[src/design/pst_pkg.sv]
// ---------------------------------------------------------------------------
// pst_pkg: shared types and codes for the process slot table
// Command, state and status codes, the token that walks the cell chain,
// and the five-state transition check.
// ---------------------------------------------------------------------------
package pst_pkg;

  localparam int unsigned PstSlotsDefault = 16;

  localparam int unsigned IdW    = 16;
  localparam int unsigned StateW = 3;
  localparam int unsigned CmdW   = 2;
  localparam int unsigned StatW  = 2;

  // commands
  localparam logic [CmdW-1:0] CmdCreate = 2'd0;
  localparam logic [CmdW-1:0] CmdChange = 2'd1;
  localparam logic [CmdW-1:0] CmdLookup = 2'd2;

  // process states
  localparam logic [StateW-1:0] StNew        = 3'd0;
  localparam logic [StateW-1:0] StReady      = 3'd1;
  localparam logic [StateW-1:0] StRunning    = 3'd2;
  localparam logic [StateW-1:0] StSleeping   = 3'd3;
  localparam logic [StateW-1:0] StTerminated = 3'd4;

  // result status
  localparam logic [StatW-1:0] StatOk      = 2'd0;
  localparam logic [StatW-1:0] StatFull    = 2'd1;
  localparam logic [StatW-1:0] StatUnknown = 2'd2;
  localparam logic [StatW-1:0] StatInvalid = 2'd3;

  // command plus partial result, handed from cell to cell
  typedef struct packed {
    logic [CmdW-1:0]   cmd;
    logic [IdW-1:0]    target_id;
    logic [StateW-1:0] want;
    logic [15:0]       base;
    logic [15:0]       limit;
    logic [15:0]       pc;
    logic [IdW-1:0]    new_id;
    logic              done;
    logic [StatW-1:0]  status;
    logic [IdW-1:0]    res_id;
    logic [StateW-1:0] res_state;
    logic [15:0]       res_base;
    logic [15:0]       res_limit;
    logic [15:0]       res_pc;
  } pst_token_t;

  function automatic logic move_allowed(logic [StateW-1:0] from, logic [StateW-1:0] to);
    logic ok;
    ok = 1'b0;
    if (from == to) begin
      ok = 1'b1;
    end else begin
      case (from)
        StNew:      ok = (to == StReady) || (to == StTerminated);
        StReady:    ok = (to == StRunning) || (to == StSleeping) || (to == StTerminated);
        StRunning:  ok = (to == StReady) || (to == StSleeping) || (to == StTerminated);
        StSleeping: ok = (to == StReady) || (to == StTerminated);
        default:    ok = 1'b0;
      endcase
    end
    return ok;
  endfunction

endpackage

[src/design/pst_cell.sv]
// ---------------------------------------------------------------------------
// pst_cell: one slot of the process table
// Holds one entry and a token stage. An unclaimed token is served by the
// first cell that can take it; the cell then marks the token done.
// ---------------------------------------------------------------------------
module pst_cell
  import pst_pkg::*;
(
  input  logic       clk_i,
  input  logic       rst_ni,
  input  logic       tok_valid_i,
  input  pst_token_t tok_i,
  output logic       tok_valid_o,
  output pst_token_t tok_o
);

  logic              in_use_q, in_use_d;
  logic [IdW-1:0]    id_q, id_d;
  logic [StateW-1:0] state_q, state_d;
  logic [15:0]       base_q, base_d;
  logic [15:0]       limit_q, limit_d;
  logic [15:0]       pc_q, pc_d;
  logic              tok_valid_q;
  pst_token_t        tok_q, tok_d;

  logic free;
  logic hit;
  logic act;

  assign free = !in_use_q || (state_q == StTerminated);
  assign hit  = in_use_q && (id_q == tok_i.target_id);
  assign act  = tok_valid_i && !tok_i.done;

  always_comb begin
    in_use_d = in_use_q;
    id_d     = id_q;
    state_d  = state_q;
    base_d   = base_q;
    limit_d  = limit_q;
    pc_d     = pc_q;
    tok_d    = tok_i;
    if (act) begin
      unique case (tok_i.cmd)
        CmdCreate: begin
          if (free) begin
            in_use_d        = 1'b1;
            id_d            = tok_i.new_id;
            state_d         = StNew;
            base_d          = tok_i.base;
            limit_d         = tok_i.limit;
            pc_d            = tok_i.pc;
            tok_d.done      = 1'b1;
            tok_d.status    = StatOk;
            tok_d.res_id    = tok_i.new_id;
            tok_d.res_state = StNew;
            tok_d.res_base  = tok_i.base;
            tok_d.res_limit = tok_i.limit;
            tok_d.res_pc    = tok_i.pc;
          end
        end
        CmdChange, CmdLookup: begin
          if (hit) begin
            tok_d.done      = 1'b1;
            tok_d.status    = StatOk;
            tok_d.res_id    = id_q;
            tok_d.res_state = state_q;
            tok_d.res_base  = base_q;
            tok_d.res_limit = limit_q;
            tok_d.res_pc    = pc_q;
            if (tok_i.cmd == CmdChange) begin
              if (move_allowed(state_q, tok_i.want)) begin
                state_d         = tok_i.want;
                tok_d.res_state = tok_i.want;
              end else begin
                tok_d.status = StatInvalid;
              end
            end
          end
        end
        default: ;
      endcase
    end
  end

  always_ff @(posedge clk_i or negedge rst_ni) begin
    if (!rst_ni) begin
      in_use_q    <= 1'b0;
      id_q        <= '0;
      state_q     <= StTerminated;
      tok_valid_q <= 1'b0;
    end else begin
      in_use_q    <= in_use_d;
      id_q        <= id_d;
      state_q     <= state_d;
      tok_valid_q <= tok_valid_i;
    end
  end

  always_ff @(posedge clk_i) begin
    base_q  <= base_d;
    limit_q <= limit_d;
    pc_q    <= pc_d;
    tok_q   <= tok_d;
  end

  assign tok_valid_o = tok_valid_q;
  assign tok_o       = tok_q;

endmodule

[src/design/process_slot_table_unit.sv]
// ---------------------------------------------------------------------------
// process_slot_table_unit: process control table over a chain of slot cells
// A command enters as a token, walks the slot cells one per cycle and
// leaves with its result; the lowest-numbered slot that fits serves it.
// ---------------------------------------------------------------------------
//   channel | handshake                | payload
//   --------+--------------------------+-------------------------------------
//   in      | in_valid_i / in_ready_o  | command, target_id, new_state,
//           |                          | mem_base, mem_limit, start_pc
//   out     | out_valid_o / out_ready_i| status, result_id, result_state,
//           |                          | result_base, result_limit, result_pc
//
// A beat's result is registered in the entry stage, in each slot cell and in
// the output register before it is valid. One command is in flight at a
// time, so the next input beat is taken the cycle after the result beat
// leaves. Reset clears every slot at once: no clearing pass. A stalled result
// holds the output register and the input side.
// ---------------------------------------------------------------------------
module process_slot_table_unit
  import pst_pkg::*;
#(
  parameter int unsigned SLOTS = PstSlotsDefault
) (
  input  logic              clk_i,
  input  logic              rst_ni,
  input  logic              in_valid_i,
  output logic              in_ready_o,
  input  logic [CmdW-1:0]   command_i,
  input  logic [IdW-1:0]    target_id_i,
  input  logic [StateW-1:0] new_state_i,
  input  logic [15:0]       mem_base_i,
  input  logic [15:0]       mem_limit_i,
  input  logic [15:0]       start_pc_i,
  output logic              out_valid_o,
  input  logic              out_ready_i,
  output logic [StatW-1:0]  status_o,
  output logic [IdW-1:0]    result_id_o,
  output logic [StateW-1:0] result_state_o,
  output logic [15:0]       result_base_o,
  output logic [15:0]       result_limit_o,
  output logic [15:0]       result_pc_o
);

  logic           busy_q, busy_d;
  logic [IdW-1:0] next_id_q, next_id_d;
  logic           out_valid_q, out_valid_d;
  pst_token_t     out_q, out_d;
  logic           in_fire;
  logic           out_fire;

  logic           entry_valid_q;
  pst_token_t     entry_q, entry_d;

  logic       tok_valid [SLOTS+1];
  pst_token_t tok       [SLOTS+1];

  assign in_ready_o = !busy_q;
  assign in_fire    = in_valid_i && in_ready_o;
  assign out_fire   = out_valid_q && out_ready_i;

  always_comb begin
    entry_d           = '0;
    entry_d.cmd       = command_i;
    entry_d.target_id = target_id_i;
    entry_d.want      = new_state_i;
    entry_d.base      = mem_base_i;
    entry_d.limit     = mem_limit_i;
    entry_d.pc        = start_pc_i;
    entry_d.new_id    = next_id_q;
  end

  assign tok_valid[0] = entry_valid_q;
  assign tok[0]       = entry_q;

  for (genvar g = 0; g < SLOTS; g++) begin : g_cell
    pst_cell u_cell (
      .clk_i      (clk_i),
      .rst_ni     (rst_ni),
      .tok_valid_i(tok_valid[g]),
      .tok_i      (tok[g]),
      .tok_valid_o(tok_valid[g+1]),
      .tok_o      (tok[g+1])
    );
  end

  // finish the token leaving the chain; unclaimed tokens report zero results and an error status
  always_comb begin
    busy_d      = busy_q;
    next_id_d   = next_id_q;
    out_valid_d = out_valid_q;
    out_d       = out_q;
    if (in_fire) begin
      busy_d = 1'b1;
    end
    if (out_fire) begin
      out_valid_d = 1'b0;
      busy_d      = 1'b0;
    end
    if (tok_valid[SLOTS]) begin
      out_valid_d = 1'b1;
      out_d       = tok[SLOTS];
      if (!tok[SLOTS].done) begin
        out_d.res_id    = '0;
        out_d.res_state = '0;
        out_d.res_base  = '0;
        out_d.res_limit = '0;
        out_d.res_pc    = '0;
        unique case (tok[SLOTS].cmd)
          CmdCreate:            out_d.status = StatFull;
          CmdChange, CmdLookup: out_d.status = StatUnknown;
          default:              out_d.status = StatInvalid;
        endcase
      end else if (tok[SLOTS].cmd == CmdCreate) begin
        // advance the id counter, skipping zero
        next_id_d = next_id_q + IdW'(1);
        if (next_id_d == '0) begin
          next_id_d = IdW'(1);
        end
      end
    end
  end

  always_ff @(posedge clk_i or negedge rst_ni) begin
    if (!rst_ni) begin
      busy_q        <= 1'b0;
      next_id_q     <= IdW'(1);
      out_valid_q   <= 1'b0;
      entry_valid_q <= 1'b0;
    end else begin
      busy_q        <= busy_d;
      next_id_q     <= next_id_d;
      out_valid_q   <= out_valid_d;
      entry_valid_q <= in_fire;
    end
  end

  always_ff @(posedge clk_i) begin
    if (in_fire) begin
      entry_q <= entry_d;
    end
    out_q <= out_d;
  end

  assign out_valid_o    = out_valid_q;
  assign status_o       = out_q.status;
  assign result_id_o    = out_q.res_id;
  assign result_state_o = out_q.res_state;
  assign result_base_o  = out_q.res_base;
  assign result_limit_o = out_q.res_limit;
  assign result_pc_o    = out_q.res_pc;

endmodule
[config.mk]
export PLATFORM = sky130hd
export DESIGN_NAME = process_slot_table_unit
export DESIGN_NICKNAME = d
export VERILOG_FILES = /design/src/design/pst_pkg.sv /design/src/design/pst_cell.sv /design/src/design/process_slot_table_unit.sv
export SDC_FILE = /design/constraint.sdc
export NUM_CORES = 2
export LEC_CHECK = 0
export BUFFER_PORTS_ARGS = -buffer_cell sky130_fd_sc_hd__buf_2
export CELL_PAD_IN_SITES_DETAIL_PLACEMENT = 1
export CELL_PAD_IN_SITES_GLOBAL_PLACEMENT = 1
export CORE_UTILIZATION = 47
export DETAILED_ROUTE_END_ITERATION = 16
export PLACE_DENSITY_LB_ADDON = 0.1
export SKIP_CTS_REPAIR_TIMING = 1
export SLEW_MARGIN = 15
export SYNTH_ARGS = -nofsm -noshare
export SYNTH_HDL_FRONTEND = slang
export SYNTH_SLANG_ARGS = --single-unit
[constraint.sdc]
create_clock -name clk_i -period 4.7 [get_ports clk_i]
set_clock_uncertainty 0.05 [all_clocks]
set_input_delay 0.235 -clock clk_i [delete_from_list [all_inputs] [get_ports clk_i]]
set_output_delay 0.235 -clock clk_i [all_outputs]
set_load 0.005 [all_outputs]
Word level (Yosys, flattened, before mapping)
Cells that the tools add are included.
{ "classes": {"n_lt_le_gt_ge": 0, "add_sub_neg": 1, "n_reduce_logical": 279, "bitwise": 0, "n_mul": 0, "n_mux": 278, "n_div": 0, "n_shift": 0, "n_eq_ne": 226} }
{ "ops": {"columns": ["cell", "n"], "rows": [
  ["2-to-1 mux 70 bit", 47],
  ["case mux 70 bit (2 select lines)", 16],
  ["== test 16 bit", 16],
  ["== test 3 x 2 -> 1 bit, second input constant", 64],
  ["2-to-1 mux 3 bit", 64],
  ["== test 3 x 1 -> 1 bit, second input constant", 32],
  ["== test 3 bit, second input constant", 32],
  ["logical OR 1 bit", 96],
  ["case mux 3 bit (2 select lines)", 16],
  ["2-to-1 mux 1 bit", 84],
  ["2-to-1 mux 69 bit", 1],
  ["OR reduction 2 bit", 33],
  ["2-to-1 mux 2 bit", 32],
  ["inequality test 2 x 1 -> 1 bit, second input constant", 32],
  ["AND reduction 4 bit", 16],
  ["AND reduction 3 bit", 17],
  ["== test 3 bit", 16],
  ["logical NOT 3 bit", 16],
  ["case mux 1 bit (3 select lines)", 16],
  ["nonzero test 2 bit", 18],
  ["== test 2 x 1 -> 1 bit, second input constant", 17],
  ["== test 2 bit, second input constant", 17],
  ["logical NOT 2 bit", 17],
  ["logical AND 1 bit", 33],
  ["5 further kinds", 36]
]} }
{ "word_totals": {"elab_cells": 1131, "ram_bits": 0, "ff_bits": 3674, "latch_bits": 0, "out_inout_bits": 71, "memories": 0, "mem_bits_ro": 0, "input_bits": 73} }

Logic depth before layout (Yosys ltp)
{ "logic_depth": {"ltp_word": 14, "mapped_depth": 10, "mapped_depth_nobuf": 8} }

By module
A second synthesis with hierarchy kept.
{ "unflattened": {"hier_cells": 8163, "hier_area_um2": 120276.6} }
{ "modules_own_cells": {"columns": ["module", "seq_area_each_um2", "area_each_um2", "instances", "cells_per_inst"], "rows": [
  ["pst_cell (g_cell[11].u_cell ...)", 5071.1, 7139.3, 14, 489],
  ["pst_cell (g_cell[10].u_cell)", 5071.1, 7134.3, 1, 491],
  ["pst_cell (g_cell[0].u_cell)", 5071.1, 7019.2, 1, 484],
  ["process_slot_table_unit", 5101.1, 6172.2, 1, 342]
]} }

Worst setup path after synthesis
OpenSTA, ideal clock, no wires.
{ "synth_timing": {"path_type": "register -> register", "startpoint": "register busy_q", "endpoint": "register entry_q[100] (netlist name), enable pin", "path_stages_with_launch": 2, "arrival_ns": 4.190, "synth_period_minus_slack_ns": 4.781, "setup_slack_ns": -0.081, "cell_sequence": "dfrtp_1 > nor2b_1"} }
{ "synth_via": {"elab_chain_len": 2} }
{ "synth_lines": {"columns": ["item", "line", "text"], "rows": [
  ["start: declaration", "process_slot_table_unit.sv:44", "logic busy_q, busy_d;"],
  ["start signal: assignment", "process_slot_table_unit.sv:130", "busy_q <= busy_d;"],
  ["logical NOT 1 bit", "process_slot_table_unit.sv:57", "assign in_ready_o = !busy_q;"],
  ["logical AND 1 bit", "process_slot_table_unit.sv:58", "assign in_fire = in_valid_i && in_ready_o;"],
  ["net in_fire", "process_slot_table_unit.sv:48", "logic in_fire;"],
  ["end signal: assignment", "process_slot_table_unit.sv:139", "entry_q <= entry_d;"],
  ["end: declaration", "process_slot_table_unit.sv:52", "pst_token_t entry_q, entry_d;"]
]} }
The timed path passes the listed nets, and every way through them passes these cells.
A chain may end at the register's enable or synchronous reset.

==> impl_results.md <==
- Status: finished, final reports clean
- Max_cap viols: 0
- Setup violations, final: 0
- Synth warn: 0
- Synth Flop Type: dfxtp_1
- Vias after detailed routing: ~60,000
- Register area: about 84,000 um^2
- Initial DRC Count: 2,677
- Leak: 54.5 nW
- Sink Count: 3,658
- # IOs: 144
- Clk root buf: clkbuf_16
- Critical path capture point type: register
- Fmax: 318 MHz
- Crit-path max cell delay: about 0.75 ns
- Die ar.: approximately 250,000 um^2
- Hold/Removal Path Class: input port to register
- Fillcell total: 22,900
- Core area: around 240,000 um^2
- Setup_tns: 0 ns
- First-pass GRT wire length: between 300 and 400 mm
- FF+latch count, synth: 3,658
- CTS Buffer Depth: 4
- Crit Path Class: register to register
- Number of port buffers: 143
- Syn_nets: roughly 8,100
- Slew Viols, Final: 0
- Number of global-route vias before repair: between 60,000 and 70,000
- Grt ovf: 0
- Worst vdd ir: 0.000305 V
- Synth unique cells: 90
- DP Wirelength: around 150 mm
- Share of layout cells above drive strength 1: 13.2%
- Post-DRT Antenna Nets: 0
- Pwr Density: 484 nW/um^2
- Cells after Synth: about 7,900
- Commonest non-fill, non-tap cells in the layout: dfxtp_1, edfxtp_1, and2_1
- Gpl congestion: around 0.84
- Overall routing resource usage: approximately 17%
- Vias per cell: 5.06
- Fraction of registers with async set/reset: 9.70%
- Period minus WS final: roughly 3.1 ns
- Unrepaired setup endpoints after global routing: no
- Post-Syn Area: 115,000 um^2
- Initial cell density of the core: 47.3%
- TritonCTS Buffers: 374
- Syn Area/Cell: 14.5 um^2
- Post-layout nets: 8,383
- DR DRC count: 0
- Clk Latency, worst-skew pair: 0.92 ns
- Fin area: 133,000 um^2
- Area after DPL: around 120,000 um^2
- CTS tree: yes
- Endpoints failing hold: 0
- Worst-Margin Slew: roughly 1.2 ns
- DIE WIDTH: 496 um
- Most common cell after layout, fill and taps aside: dfxtp_1
- Final period utilization: 66.9%
- Largest net degree at the start of global routing: 115
- Crit Path Max Fanout: 43
- Post-synthesis sequential area ratio: about three quarters
- Number of synthesized flops with an enable pin: 922
- CP arrival: 3.94 ns
- Element type at the critical path start: register
- Slew headroom: 22.5%
- Pre-Repair DR Iteration Count: 6
- Number of antenna violations at the first check in global routing: 2
- Critical Path, Cell by Cell: xor2_1 > nor4_1 > nand3_1 > nor2_1 > and2_2 > buf_4 > a221o_1
- Post-Route WL: 216 mm
- Max H-tree Level: 5
- Crit-path slowest cell: and2_2
- Wire length per cell after detailed routing: 18.3 um
- Die H: around 500 um
- Area growth syn-to-layout: 15.5%
- Row Count: between 150 and 200
- CP required: about 5.5 ns
- Multi-input gate area: between 20,000 and 30,000 um^2
- Worst-path clk slew: 0.06 ns
==> where the power goes <==
part / internal, mW / total (mW) / switching (mW)
combinational: 0.698 / 1.33 / 0.633
sequential: 33.0 / 33.6 / 0.593
clock: 17.6 / 29.3 / 11.6
total: 51.3 / 64.2 / 12.8
==> worst max-delay path, delay by kind of cell (launching register included) <==
family	cells	cell delay, ns
compound gates	1	0.21
xor+xnor	1	0.15
buf+inv	1	0.39
flops	1	0.40
simple gates	4	1.84
==> synth_stat cells, drive strengths merged (25+ instances only) <==
| cell | n | share of area, % |
|---|---|---|
| dfxtp | 2381 | 41 |
| edfxtp | 922 | 24 |
| and2 | 657 | 3.6 |
| a221o | 576 | 5.0 |
| nand2 | 420 | 1.4 |
| a22o | 364 | 2.8 |
| dfrtp | 338 | 7.4 |
| a21o | 277 | 1.8 |
| clkbuf | 274 | 0.90 |
| mux2 | 242 | 2.4 |
| xor2 | 184 | 1.4 |
| buf | 132 | 0.63 |
| a22oi | 128 | 0.84 |
| xnor2 | 116 | 0.88 |
| inv | 89 | 0.29 |
| nor2 | 78 | 0.26 |
| o21ai | 70 | 0.31 |
| nand3 | 61 | 0.27 |
| a21oi | 51 | 0.23 |
| ha | 51 | 0.56 |
| nor3 | 46 | 0.21 |
| nor4 | 46 | 0.26 |
| nor2b | 40 | 0.22 |
| nand2b | 38 | 0.21 |
| nand4 | 36 | 0.20 |
| o2bb2ai | 29 | 0.22 |
| a31oi | 27 | 0.15 |
| and3 | 25 | 0.14 |
==> per-stage QoR <==
step                      cells  utilization, %  hold WS [ns]  power, mW  setup slack [ns]
final                     11800            54.6         0.102       64.2              1.56
after detailed placement  10900            48.9         0.304       35.5              1.57
after global placement    10900            48.9         0.303       35.4              1.59
after floorplan            7927               -        -0.111       34.9              1.19
after CTS                 11600            54.0        -0.676       65.0              1.56
after global routing      11800            54.6        0.0602       66.6              1.39
==> layer usage <==
layer | part of all wire (%) | GRT usage [%] | up-vias
li1 | - | - | 29500
met1 | 49 | 24.2 | 28700
met2 | 46 | 27.8 | 785
met3 | 2.7 | 2.59 | 477
met4 | 3.1 | 6.20 | 0
met5 | 0 | 0 | -
==> final timing paths <==
path                            slack (ns)                       endpoint                         start  cells after the start
min in group asynchronous             0.49      g_cell[0].u_cell.id_q[15]                        rst_ni                      3
worst max-delay path                  1.56    g_cell[11].u_cell.tok_o[16]     g_cell[11].u_cell.id_q[1]                      7
worst min register to register        0.30   g_cell[14].u_cell.tok_o[117]  g_cell[13].u_cell.tok_o[117]                      0
max in group asynchronous             2.81  g_cell[15].u_cell.tok_valid_o                        rst_ni                      4
worst max register to register        1.56    g_cell[11].u_cell.tok_o[16]     g_cell[11].u_cell.id_q[1]                      7
worst min-delay path                  0.10                    out_valid_o                   out_ready_i                      4
==> cells by family after synthesis <==
family                   synth area share, %
buffers and inverters                   1.83
AND/OR/NAND/NOR                         7.26
multiplexers                            2.49
adder cells (fa/ha/maj)                0.564
AO/OA/AOI/OAI                           12.2
XOR/XNOR                                2.29
flip-flops                              73.4
==> final cells by class <==
type | count | area share, %
antenna | 1 | 0.00189
timing repair buffer | 362 | 2.10
tap | 3202 | 3.02
clock inverter | 152 | 1.22
sequential | 3658 | 63.5
multi-input combinational | 3773 | 21.7
clock buffer | 529 | 8.15
inverter | 90 | 0.255
==> registers in the layout (all words and copies together), names as in the netlist, 48 cells and up <==
name / cells
g_cell.u_cell.limit_q: 256
g_cell.u_cell.pc_q: 256
g_cell.u_cell.base_q: 256
entry_q: 85
g_cell.u_cell.id_q: 256
g_cell.u_cell.tok_o: 2381
g_cell.u_cell.state_q: 48
No activity file was read; power rests on OpenSTA's default activity.
